File: src/rtl/assert_macros.svh
// Assertion macros shared by the RTL. Each expects clk and arst_n in scope.
`ifndef ASSERT_MACROS_SVH
`define ASSERT_MACROS_SVH

// Same-cycle implication.
`define AST_IMPL(lbl, ante, cons, msg) \
	lbl: assert property (@(posedge clk) disable iff (!arst_n) (ante) |-> (cons)) \
		else $error(msg);

// Next-cycle implication.
`define AST_NEXT(lbl, ante, cons, msg) \
	lbl: assert property (@(posedge clk) disable iff (!arst_n) (ante) |=> (cons)) \
		else $error(msg);

`endif

File: src/rtl/tuvd_pkg.sv
package tuvd_pkg;

	localparam int MAX_WIDTH  = 1024;
	localparam int MAX_HEIGHT = 1024;

	localparam int DIM_W  = 11;
	localparam int TILE_W = 4;
	localparam int IDX_W  = 16;
	localparam int ADDR_W = 20;
	localparam int CNT_W  = 32;
	localparam int BYTE_W = 8;
	localparam int CFG_IDX_W  = 3;
	localparam int CFG_DATA_W = 32;

	localparam logic [BYTE_W-1:0] SKIP_CONT = 8'd255;

	typedef enum logic [CFG_IDX_W-1:0] {
		REG_FRAME_WIDTH  = 3'd0,
		REG_FRAME_HEIGHT = 3'd1,
		REG_TILE_WIDTH   = 3'd2,
		REG_TILE_HEIGHT  = 3'd3,
		REG_TILES_ACROSS = 3'd4,
		REG_TILES_DOWN   = 3'd5,
		REG_TOTAL_FRAMES = 3'd6
	} reg_idx_t;

	typedef enum logic [2:0] {
		PH_FLAGS    = 3'd0,
		PH_COUNT_LO = 3'd1,
		PH_COUNT_HI = 3'd2,
		PH_SKIP     = 3'd3,
		PH_PIXEL    = 3'd4
	} parse_phase_t;

	typedef enum logic [2:0] {
		CS_IDLE,
		CS_STEP,
		CS_DIV,
		CS_MUL1,
		CS_MUL2,
		CS_TILE,
		CS_WAIT
	} ctrl_state_t;

	typedef struct packed {
		logic [DIM_W-1:0]  frame_width;
		logic [DIM_W-1:0]  frame_height;
		logic [TILE_W-1:0] tile_width;
		logic [TILE_W-1:0] tile_height;
		logic [DIM_W-1:0]  tiles_across;
		logic [DIM_W-1:0]  tiles_down;
		logic [CNT_W-1:0]  total_frames;
	} cfg_t;

	typedef struct packed {
		logic load;
		logic step;
		logic div_start;
		logic mul1;
		logic mul2;
		logic tile;
		logic emit;
	} ctrl_cmd_t;

	typedef struct packed {
		logic need_tile;
		logic div_done;
	} dp_status_t;

	typedef struct packed {
		logic              we;
		logic [ADDR_W-1:0] addr;
		logic [BYTE_W-1:0] val;
		logic              done;
		logic [CNT_W-1:0]  fnum;
		logic              oor;
		logic              fin;
	} res_t;

	function automatic logic [TILE_W-1:0] clamp_tile(input logic [TILE_W-1:0] v);
		logic [TILE_W-1:0] r;
		r = v;
		if (v == '0)
			r = TILE_W'(1);
		else if (v > TILE_W'(8))
			r = TILE_W'(8);
		return r;
	endfunction

	function automatic logic [DIM_W-1:0] clamp_dim(input logic [DIM_W-1:0] v, input int maxv);
		logic [DIM_W-1:0] r;
		r = v;
		if (v == '0)
			r = DIM_W'(1);
		else if (int'(v) > maxv)
			r = DIM_W'(maxv);
		return r;
	endfunction

endpackage

File: src/rtl/tuvd_regs.sv
module tuvd_regs import tuvd_pkg::*; (
	input  logic                  clk,
	input  logic                  arst_n,
	input  logic                  cfg_write,
	input  logic [CFG_IDX_W-1:0]  cfg_index,
	input  logic [CFG_DATA_W-1:0] cfg_data,
	output cfg_t                  cfg
);

	cfg_t cfg_q;

	always_ff @(posedge clk or negedge arst_n) begin
		if (!arst_n) begin
			cfg_q.frame_width  <= DIM_W'(320);
			cfg_q.frame_height <= DIM_W'(240);
			cfg_q.tile_width   <= TILE_W'(8);
			cfg_q.tile_height  <= TILE_W'(8);
			cfg_q.tiles_across <= DIM_W'(40);
			cfg_q.tiles_down   <= DIM_W'(30);
			cfg_q.total_frames <= '0;
		end else if (cfg_write) begin
			unique case (cfg_index)
				REG_FRAME_WIDTH:  cfg_q.frame_width  <= cfg_data[DIM_W-1:0];
				REG_FRAME_HEIGHT: cfg_q.frame_height <= cfg_data[DIM_W-1:0];
				REG_TILE_WIDTH:   cfg_q.tile_width   <= cfg_data[TILE_W-1:0];
				REG_TILE_HEIGHT:  cfg_q.tile_height  <= cfg_data[TILE_W-1:0];
				REG_TILES_ACROSS: cfg_q.tiles_across <= cfg_data[DIM_W-1:0];
				REG_TILES_DOWN:   cfg_q.tiles_down   <= cfg_data[DIM_W-1:0];
				REG_TOTAL_FRAMES: cfg_q.total_frames <= cfg_data[CNT_W-1:0];
				default: ;
			endcase
		end
	end

	assign cfg = cfg_q;

endmodule

File: src/rtl/tuvd_div.sv
module tuvd_div import tuvd_pkg::*; (
	input  logic              clk,
	input  logic              arst_n,
	input  logic              start,
	input  logic [IDX_W-1:0]  dividend,
	input  logic [DIM_W-1:0]  divisor,
	output logic [IDX_W-1:0]  quotient,
	output logic [DIM_W-1:0]  remainder,
	output logic              done
);

	localparam int STEP_W = $clog2(IDX_W + 1);

	logic [IDX_W-1:0]  quo_q;
	logic [DIM_W-1:0]  rem_q;
	logic [STEP_W-1:0] cnt_q;
	logic              done_q;
	logic [DIM_W:0]    trial;
	logic              ge;
	logic [DIM_W-1:0]  rem_nxt;

	// One quotient bit per cycle, restoring form.
	always_comb begin
		trial   = {rem_q, quo_q[IDX_W-1]};
		ge      = (trial >= {1'b0, divisor});
		rem_nxt = ge ? DIM_W'(trial - {1'b0, divisor}) : trial[DIM_W-1:0];
	end

	always_ff @(posedge clk or negedge arst_n) begin
		if (!arst_n) begin
			cnt_q  <= '0;
			done_q <= 1'b0;
		end else if (start) begin
			cnt_q  <= STEP_W'(IDX_W);
			done_q <= 1'b0;
		end else if (cnt_q != '0) begin
			cnt_q  <= cnt_q - STEP_W'(1);
			done_q <= (cnt_q == STEP_W'(1));
		end else begin
			done_q <= 1'b0;
		end
	end

	always_ff @(posedge clk) begin
		if (start) begin
			quo_q <= dividend;
			rem_q <= '0;
		end else if (cnt_q != '0) begin
			quo_q <= {quo_q[IDX_W-2:0], ge};
			rem_q <= rem_nxt;
		end
	end

	assign quotient  = quo_q;
	assign remainder = rem_q;
	assign done      = done_q;

endmodule

File: src/rtl/tuvd_dp.sv
module tuvd_dp import tuvd_pkg::*; (
	input  logic               clk,
	input  logic               arst_n,
	input  cfg_t               cfg,
	input  ctrl_cmd_t          cmd,
	output dp_status_t         sts,
	input  logic [BYTE_W-1:0]  stream_byte,
	output logic               write_enable,
	output logic [ADDR_W-1:0]  pixel_address,
	output logic [BYTE_W-1:0]  pixel_value,
	output logic               frame_done,
	output logic [CNT_W-1:0]   frame_number,
	output logic               out_of_range,
	output logic               stream_finished
);

	logic [BYTE_W-1:0] byte_q;
	parse_phase_t      phase_q, phase_d;
	logic [IDX_W-1:0]  updates_left_q, ul_d;
	logic [IDX_W-1:0]  tile_index_q, idx_d;
	logic [ADDR_W-1:0] tile_base_q;
	logic [2:0]        tile_row_q, row_d;
	logic [2:0]        tile_col_q, col_d;
	logic              tile_outside_q;
	logic [CNT_W-1:0]  frame_count_q, fc_d;
	res_t              res_d, res_q, out_q;

	logic [TILE_W-1:0] tw, th;
	logic [DIM_W-1:0]  fw, fh, ta;
	logic [IDX_W-1:0]  skip_sum;
	logic [13:0]       row_off;

	logic [IDX_W-1:0]  quo;
	logic [DIM_W-1:0]  rem;
	logic              div_done;

	logic [14:0]       px_s1, px_s2;
	logic [ADDR_W-1:0] py_s1;
	logic              ty_out_s1;
	logic [30:0]       prod_s2;
	logic              outside_s2;

	always_comb begin
		tw       = clamp_tile(cfg.tile_width);
		th       = clamp_tile(cfg.tile_height);
		fw       = clamp_dim(cfg.frame_width, MAX_WIDTH);
		fh       = clamp_dim(cfg.frame_height, MAX_HEIGHT);
		ta       = (cfg.tiles_across == '0) ? DIM_W'(1) : cfg.tiles_across;
		skip_sum = tile_index_q + IDX_W'(byte_q);
		row_off  = 14'(tile_row_q) * 14'(fw);
	end

	// Per-byte parse step.
	always_comb begin
		res_d   = '0;
		phase_d = phase_q;
		ul_d    = updates_left_q;
		idx_d   = tile_index_q;
		row_d   = tile_row_q;
		col_d   = tile_col_q;
		fc_d    = frame_count_q;
		unique case (phase_q)
			PH_FLAGS: begin
				if (frame_count_q >= cfg.total_frames) begin
					res_d.fin = 1'b1;
				end else begin
					idx_d   = '0;
					phase_d = PH_COUNT_LO;
				end
			end
			PH_COUNT_LO: begin
				ul_d    = IDX_W'(byte_q);
				phase_d = PH_COUNT_HI;
			end
			PH_COUNT_HI: begin
				ul_d = {byte_q, updates_left_q[7:0]};
				if (ul_d == '0) begin
					fc_d       = frame_count_q + CNT_W'(1);
					phase_d    = PH_FLAGS;
					res_d.done = 1'b1;
				end else begin
					phase_d = PH_SKIP;
				end
			end
			PH_SKIP: begin
				idx_d = skip_sum;
				if (byte_q != SKIP_CONT)
					phase_d = PH_PIXEL;
			end
			PH_PIXEL: begin
				if (tile_outside_q) begin
					res_d.oor = 1'b1;
				end else begin
					res_d.we   = 1'b1;
					res_d.addr = ADDR_W'(tile_base_q + ADDR_W'(row_off) + ADDR_W'(tile_col_q));
					res_d.val  = byte_q;
				end
				if ({1'b0, tile_col_q} + TILE_W'(1) >= tw) begin
					col_d = '0;
					if ({1'b0, tile_row_q} + TILE_W'(1) >= th) begin
						row_d = '0;
						idx_d = tile_index_q + IDX_W'(1);
						ul_d  = updates_left_q - IDX_W'(1);
						if (ul_d == '0) begin
							fc_d       = frame_count_q + CNT_W'(1);
							phase_d    = PH_FLAGS;
							res_d.done = 1'b1;
						end else begin
							phase_d = PH_SKIP;
						end
					end else begin
						row_d = tile_row_q + 3'd1;
					end
				end else begin
					col_d = tile_col_q + 3'd1;
				end
			end
			default: phase_d = PH_FLAGS;
		endcase
		res_d.fnum = fc_d;
	end

	tuvd_div u_div (
		.clk       (clk),
		.arst_n    (arst_n),
		.start     (cmd.div_start),
		.dividend  (skip_sum),
		.divisor   (ta),
		.quotient  (quo),
		.remainder (rem),
		.done      (div_done)
	);

	assign sts.need_tile = (phase_q == PH_SKIP) && (byte_q != SKIP_CONT);
	assign sts.div_done  = div_done;

	always_ff @(posedge clk or negedge arst_n) begin
		if (!arst_n) begin
			phase_q        <= PH_FLAGS;
			updates_left_q <= '0;
			tile_index_q   <= '0;
			tile_base_q    <= '0;
			tile_row_q     <= '0;
			tile_col_q     <= '0;
			tile_outside_q <= 1'b0;
			frame_count_q  <= '0;
		end else if (cmd.step) begin
			phase_q        <= phase_d;
			updates_left_q <= ul_d;
			tile_index_q   <= idx_d;
			tile_row_q     <= row_d;
			tile_col_q     <= col_d;
			frame_count_q  <= fc_d;
		end else if (cmd.tile) begin
			tile_outside_q <= outside_s2;
			tile_base_q    <= outside_s2 ? '0 : ADDR_W'(prod_s2 + 31'(px_s2));
			tile_row_q     <= '0;
			tile_col_q     <= '0;
		end
	end

	// Tile placement: column and row products, then the row-pitch product.
	always_ff @(posedge clk) begin
		if (cmd.load)
			byte_q <= stream_byte;
		if (cmd.step)
			res_q <= res_d;
		if (cmd.mul1) begin
			px_s1     <= 15'(rem) * 15'(tw);
			py_s1     <= ADDR_W'(quo) * ADDR_W'(th);
			ty_out_s1 <= (quo >= IDX_W'(cfg.tiles_down));
		end
		if (cmd.mul2) begin
			prod_s2    <= 31'(py_s1) * 31'(fw);
			px_s2      <= px_s1;
			outside_s2 <= ty_out_s1
				|| (16'(px_s1) + 16'(tw) > 16'(fw))
				|| (21'(py_s1) + 21'(th) > 21'(fh));
		end
		if (cmd.emit)
			out_q <= cmd.step ? res_d : res_q;
	end

	assign write_enable    = out_q.we;
	assign pixel_address   = out_q.addr;
	assign pixel_value     = out_q.val;
	assign frame_done      = out_q.done;
	assign frame_number    = out_q.fnum;
	assign out_of_range    = out_q.oor;
	assign stream_finished = out_q.fin;

endmodule

File: src/rtl/tuvd_ctrl.sv
module tuvd_ctrl import tuvd_pkg::*; (
	input  logic       clk,
	input  logic       arst_n,
	input  logic       in_valid,
	output logic       in_ready,
	output logic       out_valid,
	input  logic       out_ready,
	input  dp_status_t sts,
	output ctrl_cmd_t  cmd
);

	ctrl_state_t state_q, state_d;
	logic        out_valid_q;
	logic        out_free;

	assign out_free = !out_valid_q || out_ready;

	always_ff @(posedge clk or negedge arst_n) begin
		if (!arst_n) begin
			state_q     <= CS_IDLE;
			out_valid_q <= 1'b0;
		end else begin
			state_q <= state_d;
			if (cmd.emit)
				out_valid_q <= 1'b1;
			else if (out_ready)
				out_valid_q <= 1'b0;
		end
	end

	always_comb begin
		state_d  = state_q;
		cmd      = '0;
		in_ready = 1'b0;
		unique case (state_q)
			CS_IDLE: begin
				in_ready = 1'b1;
				if (in_valid) begin
					cmd.load = 1'b1;
					state_d  = CS_STEP;
				end
			end
			CS_STEP: begin
				cmd.step = 1'b1;
				if (sts.need_tile) begin
					cmd.div_start = 1'b1;
					state_d       = CS_DIV;
				end else if (out_free) begin
					cmd.emit = 1'b1;
					state_d  = CS_IDLE;
				end else begin
					state_d = CS_WAIT;
				end
			end
			CS_DIV: begin
				if (sts.div_done)
					state_d = CS_MUL1;
			end
			CS_MUL1: begin
				cmd.mul1 = 1'b1;
				state_d  = CS_MUL2;
			end
			CS_MUL2: begin
				cmd.mul2 = 1'b1;
				state_d  = CS_TILE;
			end
			CS_TILE: begin
				cmd.tile = 1'b1;
				if (out_free) begin
					cmd.emit = 1'b1;
					state_d  = CS_IDLE;
				end else begin
					state_d = CS_WAIT;
				end
			end
			CS_WAIT: begin
				if (out_free) begin
					cmd.emit = 1'b1;
					state_d  = CS_IDLE;
				end
			end
			default: state_d = CS_IDLE;
		endcase
	end

	assign out_valid = out_valid_q;

endmodule

File: src/rtl/tile_update_video_decoder_unit.sv
// Tile-update video decoder: one stream byte in, one result word out.
// Flags, count and pixel bytes are parsed in the step state; the result word is registered when emitted.
// A skip byte that starts a tile first runs a bit-serial divide of the tile index
// by tiles_across, then two multiply stages for the address.
// One byte is in work at a time; a new byte is taken while a result word waits.
// Asynchronous reset restores register defaults and expects a flags byte.
`include "assert_macros.svh"

module tile_update_video_decoder_unit import tuvd_pkg::*; (
	input  logic                  clk,
	input  logic                  arst_n,
	input  logic                  cfg_write,
	input  logic [CFG_IDX_W-1:0]  cfg_index,
	input  logic [CFG_DATA_W-1:0] cfg_data,
	input  logic                  in_valid,
	output logic                  in_ready,
	input  logic [BYTE_W-1:0]     stream_byte,
	output logic                  out_valid,
	input  logic                  out_ready,
	output logic                  write_enable,
	output logic [ADDR_W-1:0]     pixel_address,
	output logic [BYTE_W-1:0]     pixel_value,
	output logic                  frame_done,
	output logic [CNT_W-1:0]      frame_number,
	output logic                  out_of_range,
	output logic                  stream_finished
);

	cfg_t       cfg;
	ctrl_cmd_t  cmd;
	dp_status_t sts;

	tuvd_regs u_regs (
		.clk       (clk),
		.arst_n    (arst_n),
		.cfg_write (cfg_write),
		.cfg_index (cfg_index),
		.cfg_data  (cfg_data),
		.cfg       (cfg)
	);

	tuvd_ctrl u_ctrl (
		.clk       (clk),
		.arst_n    (arst_n),
		.in_valid  (in_valid),
		.in_ready  (in_ready),
		.out_valid (out_valid),
		.out_ready (out_ready),
		.sts       (sts),
		.cmd       (cmd)
	);

	tuvd_dp u_dp (
		.clk             (clk),
		.arst_n          (arst_n),
		.cfg             (cfg),
		.cmd             (cmd),
		.sts             (sts),
		.stream_byte     (stream_byte),
		.write_enable    (write_enable),
		.pixel_address   (pixel_address),
		.pixel_value     (pixel_value),
		.frame_done      (frame_done),
		.frame_number    (frame_number),
		.out_of_range    (out_of_range),
		.stream_finished (stream_finished)
	);

	`AST_NEXT(a_busy_after_accept, in_valid && in_ready, !in_ready, "accepted a byte while busy")
	`AST_NEXT(a_emit_sets_valid, cmd.emit, out_valid, "emitted word not presented")
	`AST_IMPL(a_oor_no_write, out_valid, !(write_enable && out_of_range), "write on outside tile")
	`AST_IMPL(a_finished_idle, out_valid && stream_finished, !write_enable && !frame_done, "ignored byte has effects")

endmodule
File: config.mk
export PLATFORM = sky130hd
export DESIGN_NAME = tile_update_video_decoder_unit
export DESIGN_NICKNAME = d
export VERILOG_FILES = /design/src/rtl/tuvd_pkg.sv /design/src/rtl/tuvd_regs.sv /design/src/rtl/tuvd_div.sv /design/src/rtl/tuvd_dp.sv /design/src/rtl/tuvd_ctrl.sv /design/src/rtl/tile_update_video_decoder_unit.sv
export VERILOG_INCLUDE_DIRS = /design/src /design/src/rtl
export SDC_FILE = /design/constraint.sdc
export NUM_CORES = 1
export LEC_CHECK = 0
export BUFFER_PORTS_ARGS = -buffer_cell sky130_fd_sc_hd__buf_2
export CAP_MARGIN = 20
export CORE_MARGIN = 10
export CORE_UTILIZATION = 30
export DETAILED_ROUTE_END_ITERATION = 10
export GPL_TIMING_DRIVEN = 0
export PLACE_DENSITY_LB_ADDON = 0.15
export SYNTH_ARGS = -nofsm -noshare
export SYNTH_HDL_FRONTEND = slang
export SYNTH_HIERARCHICAL = 1
export SYNTH_SLANG_ARGS = --single-unit
export TNS_END_PERCENT = 20
File: constraint.sdc
create_clock -name clk -period 7.2 [get_ports clk]
set_input_delay 0.72 -clock clk [delete_from_list [all_inputs] [get_ports clk]]
set_output_delay 0.72 -clock clk [all_outputs]
set_load 0.01 [all_outputs]
==> summary.txt <==
Clocking
  – Worst skew pair latency: between 600 and 700 ps
  – H-Tree Depth: 2
  – CTS Sinks: roughly 420
  – CTS tree: done
  – Reg clk slew, reported paths: ~60 ps
  – Longest Clk Path Bufs: 3
  – Root Buffer: clkbuf_16
  – CTS buffer count: 49

STA
  – Setup violations, final: 0
  – Max Slew Vio Count: 0
  – Max-slew headroom: 29.3%
  – Slack of the critical path: a little under 400 ps
  – Skew final: approximately 26 ps
  – Final period util: between 90% and 100%
  – RSZ-0062 raised after global routing: false
  – WHS: around 120 ps
  – F_max: between 100 and 150 MHz
  – Final hold vios: 0
  – Tmin final: slightly below 7000 ps
  – Measured slew at the worst slew-check pin: 1060 ps

Drt
  – Residual DRC: 0
  – Vias/cell: roughly 5
  – Final WL: approximately 93000 um
  – Antenna Nets Post-Route: 0
  – Initial drt markers: between 1500 and 2000
  – Vias: around 23000
  – DR pass1 iterations: 5
  – WL per Instance: around 20 um

Pwr
  – Logic pwr share: 57.5%
  – P_int: roughly 9 mW
  – PD cells: roughly 460 nW/um^2
  – Sw power: 7.16 mW
  – Design Power: around 16 mW
  – Maximum vdd ir drop: between 0.3 and 0.4 mV
  – Switching part of the total power: between 40 and 50%
  – Pleak: 15.3 nW
  – Flop pwr share: 26.0%
  – Clock group share of total power: ~17%

Global routing
  – GRT Total Usage: ~16%
  – Largest net degree at the start of global routing: 96
  – Initial antenna violation count: 5
  – Number of global-route vias before repair: 23700
  – First-pass GRT wire length: between 100000 and 150000 um
  – GR Overflow Total: 0

Synth
  – Synth warn: 6
  – Top cell type's share of synthesized area: 15.5%
  – Mean Syn Cell Area: about 10 um^2
  – Synth async-reset ratio: around 44%
  – Post-Syn Area: 30900 um^2
  – Yosys top cell by area: edfxtp_1
  – Synth unique cells: around 110
  – Synth area leaders: edfxtp_1 16%, dfrtp_1 14%, fa_1 12%, ha_1 9.4%, dfxtp_1 4.9%
  – Flops & latches, synth: around 420
  – Number of synthesized flops with an enable pin: 160
  – Cells after Synth: ~3100
  – Ys flop type: dfrtp_1
  – Most common cell in the netlist: inv_1
  – Sequential area share after synthesis: a little over a third
  – Syn nets: ~3600
  – Top cells by count, synth: 320 x inv_1, 311 x nand2_1, 233 x ha_1

Critical path
  – Data required, critical path: 7590 ps
  – Type of the worst setup path: reg2reg
  – Crit end category: flop
  – Crit path DAT: between 7000 and 8000 ps
  – Worst-path maximum fanout: 10
  – Worst setup SP type: flop

Hold path
  – Worst hold path class: in2async

Placement
  – Buffers added on ports: around 110
  – Pre-CTS setup slack: -346 ps
  – Post-DP HPWL: 71600 um
  – Final GP Congestion: 0.859

Floorplan
  – Initial core utilization: a little under a third
  – Die Span Y: roughly 340 um
  – FP Rows: 117
  – Core area: around 100000 um^2
  – Die footprint: roughly 120000 um^2
  – Ports: 114
  – Chip width: about 340 um

Flow run
  – Max Cap Violations: 0

Layout
  – Layout cell share with drive strength beyond 1: approximately a tenth
  – Area Growth Syn to Fin: 13.4%
  – Final net count: ~3700

Run status
  – Outcome: finished clean
final cells by class:
class	count	area, um^2
Inverter	322	1210
Fill cell	10600	66900
Clock buffer	66	1370
Buffer	127	562
Clock inverter	25	297
Antenna cell	7	17.5
Tap cell	1368	1710
Sequential cell	423	11000
Timing Repair Buffer	121	708
Multi-Input combinational cell	2238	18200
critical path, stage by stage, from the launching register on:
cell	delay [ps]
dfrtp_1	470
clkbuf_1	290
nor2b_2	500
clkbuf_1	540
nand2_1	160
fa_1	530
inv_1	50
fa_1	470
fa_1	520
fa_1	550
inv_1	50
fa_1	520
inv_1	40
ha_1	360
and3_1	200
a21oi_1	90
o21ai_0	160
o41ai_2	470
o2111ai_1	210
a21oi_1	200
xnor2_1	210
logic make-up after synthesis:
kind of cell	count (synthesis)	share of synthesized area, %
AO/OA/AOI/OAI	572	12.6
XOR/XNOR	149	4.22
adder cells (fa/ha/maj)	418	21.4
buffers and inverters	449	5.70
flip-flops	423	35.6
multiplexers	123	4.40
AND/OR/NAND/NOR	976	16.0
path summary, 6_finish.rpt:
kind	start	to	slack, ps	cells past startpoint
worst max-delay path	u_regs/cfg[83]$_DFFE_PN0P_	u_dp/prod_s2[18]$_DFFE_PP_	390	20
worst min-delay path	arst_n	u_dp/u_div/cnt_q[1]$_DFFE_PN0P_	120	1
worst max register to register	u_regs/cfg[83]$_DFFE_PN0P_	u_dp/prod_s2[18]$_DFFE_PP_	390	20
worst min register to register	u_dp/res_q[63]$_DFF_P_	u_dp/res_q[63]$_DFF_P_	460	1
max in group asynchronous	arst_n	u_regs/cfg[13]$_DFFE_PN0P_	6060	2
min in group clk	stream_byte[7]	u_dp/byte_q[7]$_DFFE_PP_	290	1
per-layer routing:
layer / track usage, % / share of wire, % / vias up
met5: 0 / 0 / -
met4: 3.34 / 1.7 / 0
met3: 2.44 / 5.1 / 99
met2: 24.2 / 43 / 450
met1: 23.5 / 50 / 11400
li1: - / - / 11200
flip-flops by register name, summed over array words and instances (netlist names), 15 cells and up:
signal and count:
u_dp/res_q 64, u_dp/prod_s2 20, u_dp/u_div/quotient 16, u_dp/updates_left_q 16, u_dp/tile_base_q 20, u_dp/py_s1 20, u_regs/cfg 84, u_dp/tile_index_q 16
u_dp/frame_number 32, u_dp/frame_count_q 32, u_dp/px_s1 15, u_dp/pixel_address 20, u_dp/px_s2 15
metrics by stage:
step / setup TNS [ps] / std cells / util (%) / cell area [um^2]
global route: 0 / 4690 / 34.4 / 35100
finish: 0 / 4697 / 34.4 / 35100
detailed placement: -495 / 4599 / 32.7 / 33400
global placement: -463 / 4591 / 32.6 / 33200
floorplan: 0 / 3110 / - / 30900
CTS: 0 / 4690 / 34.4 / 35100
power by group through the flow:
stage	Sequential (mW)	Combinational (mW)	Clock, mW
floorplan	4.03	6.69	0
global placement	4.24	9.19	0
detailed placement	4.21	9.23	0
CTS	4.17	9.32	2.72
global route	4.25	10.5	2.81
finish	4.15	9.21	2.64
what timing repair did:
action                     4_1_cts  5_1_grt
pin swaps                        0        0
hold buffers                     0        0
gates resized for setup          7        4
setup endpoints to repair        2        3
buffers inserted                 0        0
placed cells by master, fill, tap and decap left out, types with 51 or more instances in the layout:
cell type,synthesis,layout
o21ai_0,127,127
edfxtp_1,160,160
buf_2,9,121
dfrtp_1,174,174
mux2_1,63,63
fa_1,185,185
and2_1,139,139
dfxtp_1,75,75
nor2_1,191,189
xnor2_1,99,99
a21oi_1,103,103
nand3_1,69,69
nand2_1,311,311
clkbuf_16,0,51
inv_1,320,320
clkbuf_1,101,107
ha_1,233,233
Note: power is estimated with default switching activity, not from simulation.
